<file path="src/rtl/core/jtdm_pkg.sv">
// Shared widths, types and constants for the track drive mixer.
package jtdm_pkg;

  localparam int AXIS_W              = 16;
  localparam int AXIS_FRAC_BITS_DEF  = 15;
  localparam int MOTOR_W             = 10;
  localparam int VALVE_W             = 15;
  localparam int SQ_W                = 31;  // |axis|^2 <= 2^30
  localparam int DEN_W               = 32;  // v^2 + h^2 <= 2^31
  localparam int NUM_W               = 44;  // |v^2 - h^2| * 10000 < 2^44
  localparam int QUO_W               = 14;  // quotient <= 10000
  localparam int MUL_A_W             = 42;
  localparam int MUL_B_W             = 16;
  localparam int PROD_W              = 52;  // den * m * m < 2^52
  localparam int ROOT_IN_W           = 20;
  localparam int ROOT_W              = 10;

  localparam logic [MOTOR_W-1:0] MOTOR_RESET   = MOTOR_W'(200);
  localparam logic [MUL_B_W-1:0] VALVE_FULL_MV = MUL_B_W'(10000);

  typedef logic signed [AXIS_W-1:0]  axis_t;
  typedef logic [MOTOR_W-1:0]        motor_t;
  typedef logic signed [VALVE_W-1:0] valve_t;
  typedef logic signed [1:0]         dpad_t;
  typedef logic [NUM_W-1:0]          num_t;
  typedef logic [DEN_W-1:0]          den_t;
  typedef logic [QUO_W-1:0]          quo_t;

endpackage

</file>
<file path="src/rtl/core/jtdm_if.sv">
// Request channel interfaces: gamepad input, drive result and configuration write.
interface jtdm_in_if;
  logic                valid;
  logic                ready;
  jtdm_pkg::axis_t     axis_vertical;
  jtdm_pkg::axis_t     axis_horizontal;
  logic                drive_enable;
  logic                stick_click;
  logic                estop_button;
  logic                cooler_button;
  logic                light_button;
  logic                speed_button;
  jtdm_pkg::dpad_t     dpad_horizontal;
  jtdm_pkg::dpad_t     dpad_vertical;

  modport source (
    output valid, axis_vertical, axis_horizontal, drive_enable, stick_click,
    output estop_button, cooler_button, light_button, speed_button,
    output dpad_horizontal, dpad_vertical,
    input  ready
  );
  modport sink (
    input  valid, axis_vertical, axis_horizontal, drive_enable, stick_click,
    input  estop_button, cooler_button, light_button, speed_button,
    input  dpad_horizontal, dpad_vertical,
    output ready
  );
endinterface

interface jtdm_out_if;
  logic                valid;
  logic                ready;
  logic                estop_on;
  logic                cooler_on;
  logic                light_on;
  logic                speed_valve_on;
  jtdm_pkg::valve_t    left_valve_mv;
  jtdm_pkg::valve_t    right_valve_mv;
  jtdm_pkg::motor_t    motor_command;

  modport source (
    output valid, estop_on, cooler_on, light_on, speed_valve_on,
    output left_valve_mv, right_valve_mv, motor_command,
    input  ready
  );
  modport sink (
    input  valid, estop_on, cooler_on, light_on, speed_valve_on,
    input  left_valve_mv, right_valve_mv, motor_command,
    output ready
  );
endinterface

interface jtdm_cfg_if;
  logic                valid;
  logic                ready;
  jtdm_pkg::motor_t    max_motor_command;

  modport source (output valid, max_motor_command, input ready);
  modport sink   (input valid, max_motor_command, output ready);
endinterface

</file>
<file path="src/rtl/core/joystick_track_drive_mixer.sv">
// Track drive mixer top level: latches, shared-multiplier sequencer and result register.
// A report with drive off, stick clicked or stick at zero skips the arithmetic and goes to the
// result stage; a driving report runs the multiplier sequence, skipping the square root when
// the stick radius saturates, then waits for the divider. One report is taken at a time; the
// ten square-root trials on the shared multiplier set the time per report.
// Reset (rst_n low, synchronous): latches clear, max motor command returns to 200, no result.
module joystick_track_drive_mixer #(
  parameter int AXIS_FRACTION_BITS = jtdm_pkg::AXIS_FRAC_BITS_DEF
) (
  input  logic       clk,
  input  logic       rst_n,
  jtdm_in_if.sink    in_ch,
  jtdm_out_if.source out_ch,
  jtdm_cfg_if.sink   cfg_ch
);
  import jtdm_pkg::*;

  localparam int FULL_SHIFT = 2 * AXIS_FRACTION_BITS;
  localparam int MUL_P_W    = MUL_A_W + MUL_B_W;

  // sequencer states
  localparam logic [3:0] S_IDLE    = 4'd0;
  localparam logic [3:0] S_MUL_V   = 4'd1;
  localparam logic [3:0] S_MUL_H   = 4'd2;
  localparam logic [3:0] S_SUMS    = 4'd3;
  localparam logic [3:0] S_MUL_N   = 4'd4;
  localparam logic [3:0] S_MUL_DM  = 4'd5;
  localparam logic [3:0] S_MUL_DMM = 4'd6;
  localparam logic [3:0] S_SCALE   = 4'd7;
  localparam logic [3:0] S_SQ_MUL  = 4'd8;
  localparam logic [3:0] S_SQ_CMP  = 4'd9;
  localparam logic [3:0] S_WAIT    = 4'd10;
  localparam logic [3:0] S_DONE    = 4'd11;

  // direction quadrants
  localparam logic [1:0] Q_UP_RIGHT   = 2'd0;  // v>0,  h>=0
  localparam logic [1:0] Q_UP_LEFT    = 2'd1;  // v>=0, h<0
  localparam logic [1:0] Q_DOWN_LEFT  = 2'd2;  // v<0,  h<=0
  localparam logic [1:0] Q_DOWN_RIGHT = 2'd3;  // v<=0, h>0

  logic [3:0]           state_r, state_nxt;
  motor_t               max_motor_r;

  // latches
  logic                 estop_r, cooler_r, light_r, speed_r;
  logic                 estop_nxt, cooler_nxt, light_nxt, speed_nxt;

  // per-report working registers
  logic [AXIS_W-1:0]    av_r, ah_r;
  logic [1:0]           quad_r;
  logic                 drive_r;
  logic [SQ_W-1:0]      v2_r;
  den_t                 den_r;
  logic [SQ_W-1:0]      diff_r;
  logic                 kneg_r;
  logic [PROD_W-1:0]    p_r;
  logic [ROOT_IN_W-1:0] x_r;
  logic [ROOT_W-1:0]    sq_q_r, sq_bit_r;
  motor_t               motor_r;

  // result register
  logic                 out_valid_r;
  logic                 o_estop_r, o_cooler_r, o_light_r, o_speed_r;
  valve_t               o_left_r, o_right_r;
  motor_t               o_motor_r;

  // shared multiplier
  logic [MUL_A_W-1:0]   mul_a;
  logic [MUL_B_W-1:0]   mul_b;
  logic [MUL_P_W-1:0]   mul_p;
  logic [ROOT_W-1:0]    trial;

  // divider hookup
  logic                 div_start, div_busy;
  quo_t                 div_quo;

  logic                 in_fire, out_free;
  logic [AXIS_W-1:0]    av_in, ah_in;
  logic [1:0]           quad_in;
  logic                 drive_in, at_zero;
  logic                 full_hit;
  logic [PROD_W-1:0]    p_scaled;
  logic                 trial_ok;
  valve_t               k_mag, k_val, left_val, right_val;

  assign in_ch.ready  = (state_r == S_IDLE);
  assign in_fire      = in_ch.valid && in_ch.ready;
  assign cfg_ch.ready = 1'b1;
  assign out_free     = !out_valid_r || out_ch.ready;

  // magnitudes; -32768 maps to 32768 as unsigned
  assign av_in   = in_ch.axis_vertical[AXIS_W-1]   ? AXIS_W'(-in_ch.axis_vertical)
                                                    : AXIS_W'(in_ch.axis_vertical);
  assign ah_in   = in_ch.axis_horizontal[AXIS_W-1] ? AXIS_W'(-in_ch.axis_horizontal)
                                                    : AXIS_W'(in_ch.axis_horizontal);
  assign at_zero = (in_ch.axis_vertical == '0) && (in_ch.axis_horizontal == '0);
  assign drive_in = in_ch.drive_enable && !in_ch.stick_click && !at_zero;

  always_comb begin
    if (in_ch.axis_vertical > 0 && in_ch.axis_horizontal >= 0) begin
      quad_in = Q_UP_RIGHT;
    end else if (in_ch.axis_vertical >= 0 && in_ch.axis_horizontal < 0) begin
      quad_in = Q_UP_LEFT;
    end else if (in_ch.axis_vertical < 0 && in_ch.axis_horizontal <= 0) begin
      quad_in = Q_DOWN_LEFT;
    end else begin
      quad_in = Q_DOWN_RIGHT;
    end
  end

  // button sets, D-pad clears, button wins; D-pad -2 counts as negative
  always_comb begin
    estop_nxt  = estop_r;
    cooler_nxt = cooler_r;
    light_nxt  = light_r;
    speed_nxt  = speed_r;
    if (in_ch.estop_button) begin
      estop_nxt = 1'b1;
    end else if (in_ch.dpad_horizontal < 0) begin
      estop_nxt = 1'b0;
    end
    if (in_ch.cooler_button) begin
      cooler_nxt = 1'b1;
    end else if (in_ch.dpad_horizontal > 0) begin
      cooler_nxt = 1'b0;
    end
    if (in_ch.light_button) begin
      light_nxt = 1'b1;
    end else if (in_ch.dpad_vertical > 0) begin
      light_nxt = 1'b0;
    end
    if (in_ch.speed_button) begin
      speed_nxt = 1'b1;
    end else if (in_ch.dpad_vertical < 0) begin
      speed_nxt = 1'b0;
    end
  end

  // operand select for the one multiplier; product lands in p_r next cycle
  assign trial = sq_q_r | sq_bit_r;

  always_comb begin
    case (state_r)
      S_MUL_V: begin
        mul_a = MUL_A_W'(av_r);
        mul_b = MUL_B_W'(av_r);
      end
      S_MUL_H: begin
        mul_a = MUL_A_W'(ah_r);
        mul_b = MUL_B_W'(ah_r);
      end
      S_MUL_N: begin
        mul_a = MUL_A_W'(diff_r);
        mul_b = VALVE_FULL_MV;
      end
      S_MUL_DM: begin
        mul_a = MUL_A_W'(den_r);
        mul_b = MUL_B_W'(max_motor_r);
      end
      S_MUL_DMM: begin
        mul_a = p_r[MUL_A_W-1:0];
        mul_b = MUL_B_W'(max_motor_r);
      end
      S_SQ_MUL: begin
        mul_a = MUL_A_W'(trial);
        mul_b = MUL_B_W'(trial);
      end
      default: begin
        mul_a = '0;
        mul_b = '0;
      end
    endcase
  end

  assign mul_p = MUL_P_W'(mul_a) * MUL_P_W'(mul_b);

  // radius >= 1 saturates the motor; otherwise sqrt(den*m*m >> 2F)
  assign full_hit = (den_r >> FULL_SHIFT) != '0;
  assign p_scaled = p_r >> FULL_SHIFT;
  assign trial_ok = p_r[ROOT_IN_W-1:0] <= x_r;

  // divider runs beside the square root; started once |v^2-h^2|*10000 sits in p_r
  assign div_start = (state_r == S_MUL_DM);

  jtdm_div u_div (
    .clk   (clk),
    .rst_n (rst_n),
    .start (div_start),
    .num   (p_r[NUM_W-1:0]),
    .den   (den_r),
    .busy  (div_busy),
    .quo   (div_quo)
  );

  // valve mix, truncated toward zero
  assign k_mag = VALVE_W'(div_quo);
  assign k_val = kneg_r ? -k_mag : k_mag;

  always_comb begin
    case (quad_r)
      Q_UP_RIGHT: begin
        left_val  = k_val;
        right_val = VALVE_W'(VALVE_FULL_MV);
      end
      Q_UP_LEFT: begin
        left_val  = VALVE_W'(VALVE_FULL_MV);
        right_val = k_val;
      end
      Q_DOWN_LEFT: begin
        left_val  = -k_val;
        right_val = -VALVE_W'(VALVE_FULL_MV);
      end
      default: begin
        left_val  = -VALVE_W'(VALVE_FULL_MV);
        right_val = -k_val;
      end
    endcase
  end

  // sequencer
  always_comb begin
    state_nxt = state_r;
    case (state_r)
      S_IDLE: begin
        if (in_fire) begin
          state_nxt = drive_in ? S_MUL_V : S_DONE;
        end
      end
      S_MUL_V:   state_nxt = S_MUL_H;
      S_MUL_H:   state_nxt = S_SUMS;
      S_SUMS:    state_nxt = S_MUL_N;
      S_MUL_N:   state_nxt = S_MUL_DM;
      S_MUL_DM:  state_nxt = S_MUL_DMM;
      S_MUL_DMM: state_nxt = S_SCALE;
      S_SCALE:   state_nxt = full_hit ? S_WAIT : S_SQ_MUL;
      S_SQ_MUL:  state_nxt = S_SQ_CMP;
      S_SQ_CMP:  state_nxt = sq_bit_r[0] ? S_WAIT : S_SQ_MUL;
      S_WAIT: begin
        if (!div_busy) begin
          state_nxt = S_DONE;
        end
      end
      S_DONE: begin
        if (out_free) begin
          state_nxt = S_IDLE;
        end
      end
      default:   state_nxt = S_IDLE;
    endcase
  end

  // control state
  always_ff @(posedge clk) begin
    if (!rst_n) begin
      state_r     <= S_IDLE;
      max_motor_r <= MOTOR_RESET;
      estop_r     <= 1'b0;
      cooler_r    <= 1'b0;
      light_r     <= 1'b0;
      speed_r     <= 1'b0;
      out_valid_r <= 1'b0;
    end else begin
      state_r <= state_nxt;
      if (cfg_ch.valid && cfg_ch.ready) begin
        max_motor_r <= cfg_ch.max_motor_command;
      end
      if (in_fire) begin
        estop_r  <= estop_nxt;
        cooler_r <= cooler_nxt;
        light_r  <= light_nxt;
        speed_r  <= speed_nxt;
      end
      if (state_r == S_DONE && out_free) begin
        out_valid_r <= 1'b1;
      end else if (out_ch.ready) begin
        out_valid_r <= 1'b0;
      end
    end
  end

  // datapath
  always_ff @(posedge clk) begin
    p_r <= mul_p[PROD_W-1:0];
    if (in_fire) begin
      av_r    <= av_in;
      ah_r    <= ah_in;
      quad_r  <= quad_in;
      drive_r <= drive_in;
    end
    if (state_r == S_MUL_H) begin
      v2_r <= p_r[SQ_W-1:0];
    end
    if (state_r == S_SUMS) begin
      den_r <= DEN_W'(v2_r) + DEN_W'(p_r[SQ_W-1:0]);
      if (v2_r >= p_r[SQ_W-1:0]) begin
        diff_r <= v2_r - p_r[SQ_W-1:0];
        kneg_r <= 1'b0;
      end else begin
        diff_r <= p_r[SQ_W-1:0] - v2_r;
        kneg_r <= 1'b1;
      end
    end
    if (state_r == S_SCALE) begin
      x_r      <= p_scaled[ROOT_IN_W-1:0];
      sq_q_r   <= '0;
      sq_bit_r <= {1'b1, {(ROOT_W-1){1'b0}}};
      if (full_hit) begin
        motor_r <= max_motor_r;
      end
    end
    if (state_r == S_SQ_CMP) begin
      if (trial_ok) begin
        sq_q_r <= trial;
      end
      sq_bit_r <= sq_bit_r >> 1;
      if (sq_bit_r[0]) begin
        motor_r <= trial_ok ? trial : sq_q_r;
      end
    end
    if (state_r == S_DONE && out_free) begin
      o_estop_r  <= estop_r;
      o_cooler_r <= cooler_r;
      o_light_r  <= light_r;
      o_speed_r  <= speed_r;
      o_left_r   <= drive_r ? left_val  : '0;
      o_right_r  <= drive_r ? right_val : '0;
      o_motor_r  <= drive_r ? motor_r   : '0;
    end
  end

  assign out_ch.valid          = out_valid_r;
  assign out_ch.estop_on       = o_estop_r;
  assign out_ch.cooler_on      = o_cooler_r;
  assign out_ch.light_on       = o_light_r;
  assign out_ch.speed_valve_on = o_speed_r;
  assign out_ch.left_valve_mv  = o_left_r;
  assign out_ch.right_valve_mv = o_right_r;
  assign out_ch.motor_command  = o_motor_r;

endmodule

</file>
<file path="src/rtl/core/jtdm_div.sv">
// Restoring shift-subtract divider, one quotient bit per cycle.
module jtdm_div (
  input  logic            clk,
  input  logic            rst_n,
  input  logic            start,
  input  jtdm_pkg::num_t  num,
  input  jtdm_pkg::den_t  den,
  output logic            busy,
  output jtdm_pkg::quo_t  quo
);
  import jtdm_pkg::*;

  localparam int DSH_W = DEN_W + QUO_W - 1;
  localparam int CNT_W = $clog2(QUO_W);

  logic [NUM_W-1:0] rem_r, rem_nxt;
  logic [DSH_W-1:0] dsh_r, dsh_nxt;
  logic [QUO_W-1:0] q_r, q_nxt;
  logic [CNT_W-1:0] cnt_r, cnt_nxt;
  logic             busy_r, busy_nxt;
  logic             ge;

  assign ge = DSH_W'(rem_r) >= dsh_r;

  always_comb begin
    rem_nxt  = rem_r;
    dsh_nxt  = dsh_r;
    q_nxt    = q_r;
    cnt_nxt  = cnt_r;
    busy_nxt = busy_r;
    if (start) begin
      rem_nxt  = num;
      dsh_nxt  = {den, {(QUO_W-1){1'b0}}};
      q_nxt    = '0;
      cnt_nxt  = CNT_W'(QUO_W - 1);
      busy_nxt = 1'b1;
    end else if (busy_r) begin
      if (ge) begin
        rem_nxt = rem_r - dsh_r[NUM_W-1:0];
      end
      q_nxt   = {q_r[QUO_W-2:0], ge};
      dsh_nxt = dsh_r >> 1;
      if (cnt_r == '0) begin
        busy_nxt = 1'b0;
      end else begin
        cnt_nxt = cnt_r - 1'b1;
      end
    end
  end

  always_ff @(posedge clk) begin
    rem_r <= rem_nxt;
    dsh_r <= dsh_nxt;
    q_r   <= q_nxt;
    cnt_r <= cnt_nxt;
    if (!rst_n) begin
      busy_r <= 1'b0;
    end else begin
      busy_r <= busy_nxt;
    end
  end

  assign busy = busy_r;
  assign quo  = q_r;

endmodule
</file>
<file path="src/flat_wrapper.sv">
// flat-port wrapper written by rule: the top's interface ports become plain ports
module joystick_track_drive_mixer_flat import jtdm_pkg::*;
#(
  parameter int AXIS_FRACTION_BITS = jtdm_pkg::AXIS_FRAC_BITS_DEF
)
  (clk, rst_n, in_ch_valid, in_ch_axis_vertical, in_ch_axis_horizontal, in_ch_drive_enable, in_ch_stick_click, in_ch_estop_button, in_ch_cooler_button, in_ch_light_button, in_ch_speed_button, in_ch_dpad_horizontal, in_ch_dpad_vertical, in_ch_ready, out_ch_valid, out_ch_estop_on, out_ch_cooler_on, out_ch_light_on, out_ch_speed_valve_on, out_ch_left_valve_mv, out_ch_right_valve_mv, out_ch_motor_command, out_ch_ready, cfg_ch_valid, cfg_ch_max_motor_command, cfg_ch_ready);
  jtdm_in_if in_ch_i ();
  jtdm_out_if out_ch_i ();
  jtdm_cfg_if cfg_ch_i ();
  input  logic clk;
  input  logic rst_n;
  input wire logic [$bits(in_ch_i.valid)-1:0] in_ch_valid;
  input wire logic [$bits(in_ch_i.axis_vertical)-1:0] in_ch_axis_vertical;
  input wire logic [$bits(in_ch_i.axis_horizontal)-1:0] in_ch_axis_horizontal;
  input wire logic [$bits(in_ch_i.drive_enable)-1:0] in_ch_drive_enable;
  input wire logic [$bits(in_ch_i.stick_click)-1:0] in_ch_stick_click;
  input wire logic [$bits(in_ch_i.estop_button)-1:0] in_ch_estop_button;
  input wire logic [$bits(in_ch_i.cooler_button)-1:0] in_ch_cooler_button;
  input wire logic [$bits(in_ch_i.light_button)-1:0] in_ch_light_button;
  input wire logic [$bits(in_ch_i.speed_button)-1:0] in_ch_speed_button;
  input wire logic [$bits(in_ch_i.dpad_horizontal)-1:0] in_ch_dpad_horizontal;
  input wire logic [$bits(in_ch_i.dpad_vertical)-1:0] in_ch_dpad_vertical;
  output wire logic [$bits(in_ch_i.ready)-1:0] in_ch_ready;
  output wire logic [$bits(out_ch_i.valid)-1:0] out_ch_valid;
  output wire logic [$bits(out_ch_i.estop_on)-1:0] out_ch_estop_on;
  output wire logic [$bits(out_ch_i.cooler_on)-1:0] out_ch_cooler_on;
  output wire logic [$bits(out_ch_i.light_on)-1:0] out_ch_light_on;
  output wire logic [$bits(out_ch_i.speed_valve_on)-1:0] out_ch_speed_valve_on;
  output wire logic [$bits(out_ch_i.left_valve_mv)-1:0] out_ch_left_valve_mv;
  output wire logic [$bits(out_ch_i.right_valve_mv)-1:0] out_ch_right_valve_mv;
  output wire logic [$bits(out_ch_i.motor_command)-1:0] out_ch_motor_command;
  input wire logic [$bits(out_ch_i.ready)-1:0] out_ch_ready;
  input wire logic [$bits(cfg_ch_i.valid)-1:0] cfg_ch_valid;
  input wire logic [$bits(cfg_ch_i.max_motor_command)-1:0] cfg_ch_max_motor_command;
  output wire logic [$bits(cfg_ch_i.ready)-1:0] cfg_ch_ready;
  assign in_ch_i.valid = in_ch_valid;
  assign in_ch_i.axis_vertical = in_ch_axis_vertical;
  assign in_ch_i.axis_horizontal = in_ch_axis_horizontal;
  assign in_ch_i.drive_enable = in_ch_drive_enable;
  assign in_ch_i.stick_click = in_ch_stick_click;
  assign in_ch_i.estop_button = in_ch_estop_button;
  assign in_ch_i.cooler_button = in_ch_cooler_button;
  assign in_ch_i.light_button = in_ch_light_button;
  assign in_ch_i.speed_button = in_ch_speed_button;
  assign in_ch_i.dpad_horizontal = in_ch_dpad_horizontal;
  assign in_ch_i.dpad_vertical = in_ch_dpad_vertical;
  assign in_ch_ready = in_ch_i.ready;
  assign out_ch_valid = out_ch_i.valid;
  assign out_ch_estop_on = out_ch_i.estop_on;
  assign out_ch_cooler_on = out_ch_i.cooler_on;
  assign out_ch_light_on = out_ch_i.light_on;
  assign out_ch_speed_valve_on = out_ch_i.speed_valve_on;
  assign out_ch_left_valve_mv = out_ch_i.left_valve_mv;
  assign out_ch_right_valve_mv = out_ch_i.right_valve_mv;
  assign out_ch_motor_command = out_ch_i.motor_command;
  assign out_ch_i.ready = out_ch_ready;
  assign cfg_ch_i.valid = cfg_ch_valid;
  assign cfg_ch_i.max_motor_command = cfg_ch_max_motor_command;
  assign cfg_ch_ready = cfg_ch_i.ready;
  joystick_track_drive_mixer #(.AXIS_FRACTION_BITS(AXIS_FRACTION_BITS)) u_core (.clk(clk), .rst_n(rst_n), .in_ch(in_ch_i), .out_ch(out_ch_i), .cfg_ch(cfg_ch_i));
endmodule
</file>
<file path="config.mk">
export PLATFORM = sky130hd
export DESIGN_NAME = joystick_track_drive_mixer_flat
export DESIGN_NICKNAME = d
export VERILOG_FILES = /design/src/rtl/core/jtdm_pkg.sv /design/src/rtl/core/jtdm_if.sv /design/src/rtl/core/joystick_track_drive_mixer.sv /design/src/rtl/core/jtdm_div.sv /design/src/flat_wrapper.sv
export SDC_FILE = /design/constraint.sdc
export NUM_CORES = 2
export LEC_CHECK = 0
export BUFFER_PORTS_ARGS = -buffer_cell sky130_fd_sc_hd__buf_2
export CAP_MARGIN = 40
export CELL_PAD_IN_SITES_DETAIL_PLACEMENT = 1
export CELL_PAD_IN_SITES_GLOBAL_PLACEMENT = 2
export CORE_MARGIN = 3
export CORE_UTILIZATION = 25
export DETAILED_ROUTE_END_ITERATION = 12
export PLACE_DENSITY_LB_ADDON = 0.1
export SLEW_MARGIN = 40
export SYNTH_ARGS = -nofsm -noshare
export SYNTH_HDL_FRONTEND = slang
export SYNTH_SLANG_ARGS = --single-unit
</file>
<file path="constraint.sdc">
create_clock -name clk -period 10.9 [get_ports clk]
set_input_delay 2.18 -clock clk [delete_from_list [all_inputs] [get_ports clk]]
set_output_delay 2.18 -clock clk [all_outputs]
set_load 0.02 [all_outputs]
</file>
==> impl_metrics.tcl <==
set metrics [dict create \
    dp_hpwl_um 129000 \
    fin_util_pct 28.5 \
    antenna_found_initial 14 \
    grt_pass1_vias 34900 \
    syn-cell-area_um2 41800 \
    die_x_um 415 \
    track_usage_pct 18.7 \
    run_status "complete, no violations" \
    rsz0062_at_grt "false" \
    synth_cell_types 85 \
    worstPathRequired_ns 11.41 \
    synth-edff-count 278 \
    p_leak_uw 0.0205 \
    cts_hold_buf 0 \
    clk_latency_ns 0.69 \
    synth_top_cell_by_area "fa_1" \
    grt_overflow_total 0 \
    nNetsFinal 5527 \
    drt_iter0_drc 1617 \
    finalSetupTns_ns 0 \
    initial_core_util_pct 25.3 \
    drv_cap 0 \
    cp_max_fo 21 \
    syn2layout_area_growth_pct 12.7 \
    grt_max_degree 64 \
    max_freq_mhz 103 \
    ys_seq_area_share_pct 25.8 \
    die_y_um 415 \
    critPathArrivalTime_ns 10.18 \
    numCtsBuffers 55 \
    worst_slew_pin_slew_ns 0.847 \
    hold_path.class "reg -> reg" \
    cp-start-kind "flop" \
    critPathMaxStageDelay_ns 0.79 \
    dp_cells 6810 \
    clockBufferDepth 3 \
    synth_most_common_cell "inv_1" \
    numPortBuffers 102 \
    synthCells 4549 \
    setup_violations 0 \
    power_uw 14300 \
    finalNonFillerCells 6916 \
    drive_gt1_share_pct 7.02 \
    endpoint_kind "flop" \
    ys.flop_type "edfxtp_1" \
    grt_pass1_wl_um 240000 \
    die_area_um2 172000 \
    io_pins 104 \
    synth_top_area_share_pct 25.7 \
    vias_per_cell 4.61 \
    max-slew-margin-rel_pct 43.4 \
    synth.avg_cell_area_um2 9.20 \
    ys_ff_latch 400 \
    dr.pass1.iters 5 \
    cts-root-buf "clkbuf_16" \
    clkTransAtPathRegs_ns 0.06 \
    route.detailed.drc 0 \
    power.density_nw_per_um2 304 \
    cts_tree "built" \
    yosysWarnings 0 \
    cts_resized 0 \
    clock_skew_ns 0.0746 \
    crit_slowest_cell "nor2b_2" \
    crit_buf_inv 3 \
    peakVddDrop_uv 252 \
    min_period_ns 9.68 \
    crit_top_cell "fa_1" \
    finalCritPeriodShare_pct 88.8 \
    post-cts-setup-buffers 0 \
    vias 31900 \
    coreArea_um2 166000 \
    crit_type "reg -> reg" \
    num_rows 149 \
    design_area_um2 47100 \
    wirelength_um 160000 \
    gp_congestion 0.808 \
    hold_viol_final 0 \
    ant_nets 0 \
    crit_family "adder cells" \
    async_reset_ff_share_pct 0 \
    slew_violations 0 \
    placed_cell_area_um2 45300 \
    wl_per_cell_um 23.1 \
    cts_max_level 2 \
    cts.sinks 400 \
    synthTopCellsByCount "inv_1, nand2_1, fa_1" \
    ys_top_cells_by_area "fa_1, edfxtp_1, ha_1, inv_1, dfxtp_1" \
]
layer usage:
metal / vias to the layer above / wire length (µm) / global-route usage, %
met5: - / 0 / 0
met4: 0 / 2040 / 2.65
met3: 102 / 4400 / 1.67
met2: 348 / 75600 / 31.2
met1: 16500 / 77600 / 26.8
li1: 14900 / - / -
power by group:
group / switching [µW] / leakage [µW] / internal, µW
registers: 446 / 0.00356 / 2160
logic: 6470 / 0.0161 / 3410
clock network: 795 / 0.000859 / 1020
layout make-up:
cell class	instances	area [µm²]
clock buffers	69	1450
well taps	2189	2740
clock inverters	35	344
multi-input cells	3275	27800
inverters	771	2890
diodes	1	2.50
flip-flops and latches	400	10800
fillers	19200	118000
repair buffers	176	1070
final timing paths:
kind | start | endpoint | slack [ns] | cells after the start
min | u_core.p_r[45] | u_core.x_r[15] | 0.40 | 0
max reg2reg | u_core.state_r[1] | u_core.p_r[49] | 1.22 | 25
min reg2reg | u_core.p_r[45] | u_core.x_r[15] | 0.40 | 0
max | u_core.state_r[1] | u_core.p_r[49] | 1.22 | 25
sequential cells by signal, summed over array words and instances, names as in the netlist, 2 cells and up:
name / cells
u_core.out_ch.right_valve_mv: 15
u_core.x_r: 20
u_core.quad_r: 2
u_core.max_motor_r: 10
u_core.sq_q_r: 10
u_core.diff_r: 31
u_core.u_div.dsh_r: 45
u_core.u_div.quo: 14
u_core.den_r: 31
u_core.u_div.cnt_r: 4
u_core.u_div.rem_r: 44
u_core.v2_r: 31
u_core.av_r: 16
u_core.sq_bit_r: 10
u_core.motor_r: 10
u_core.state_r: 4
u_core.out_ch.left_valve_mv: 15
u_core.out_ch.motor_command: 10
u_core.ah_r: 16
u_core.p_r: 50
metrics by stage:
step / setup WS (ns) / hold slack (ns)
after floorplan: 1.91 / 0.386
after global placement: 1.28 / 0.386
after detailed placement: 1.10 / 0.392
after CTS: 1.06 / 0.406
after global routing: 0.464 / 0.409
final: 1.22 / 0.404
cell families (layout without fill, tap and decap cells):
kind of cell,Yosys count,after routing,share of synthesized area (%)
and+or+nand+nor,1331,1331,14.0
buffers and inverters,966,1051,8.77
adders and majority gates,791,791,33.3
AOI/OAI and AO/OA,789,789,12.2
DFF,400,400,25.8
xor gates and xnor gates,201,201,4.25
muxes,69,69,1.68
other,2,95,0.0180
layout by cell type, fill, tap and decap left out, types with 14 or more instances in the layout:
cell type | Yosys | layout
clkbuf_16 | 0 | 55
buf_2 | 12 | 104
edfxtp_1 | 278 | 278
a211oi_1 | 30 | 29
clkinv_2 | 0 | 15
xor2_1 | 54 | 54
nor2_1 | 366 | 365
ha_1 | 255 | 255
conb_1 | 2 | 94
nor3_1 | 40 | 38
o21bai_1 | 42 | 42
nand2b_1 | 31 | 30
xnor2_1 | 146 | 146
nand2_1 | 603 | 600
a221oi_1 | 19 | 17
o31ai_1 | 25 | 25
mux2i_1 | 59 | 59
and3_1 | 30 | 29
a22oi_1 | 20 | 20
a31oi_1 | 20 | 20
nor4_1 | 15 | 14
a21oi_1 | 254 | 251
nor2b_1 | 44 | 42
nand3_1 | 59 | 59
o21ai_0 | 142 | 142
inv_1 | 770 | 770
and2_1 | 48 | 47
o21a_1 | 14 | 14
a21o_1 | 101 | 100
fa_1 | 536 | 536
dfxtp_1 | 122 | 121
nand4_1 | 33 | 33
buf_4 | 2 | 70
worst register-to-register path: cells and delay by family (launching register included):
family,cells,cell delay [ns]
adders and majority gates,7,3.42
and+or+nand+nor,7,3.12
buffers and inverters,3,0.14
DFF,1,0.48
xor gates and xnor gates,1,0.12
AOI/OAI and AO/OA,7,2.24
(Power assumes the default switching activity.)
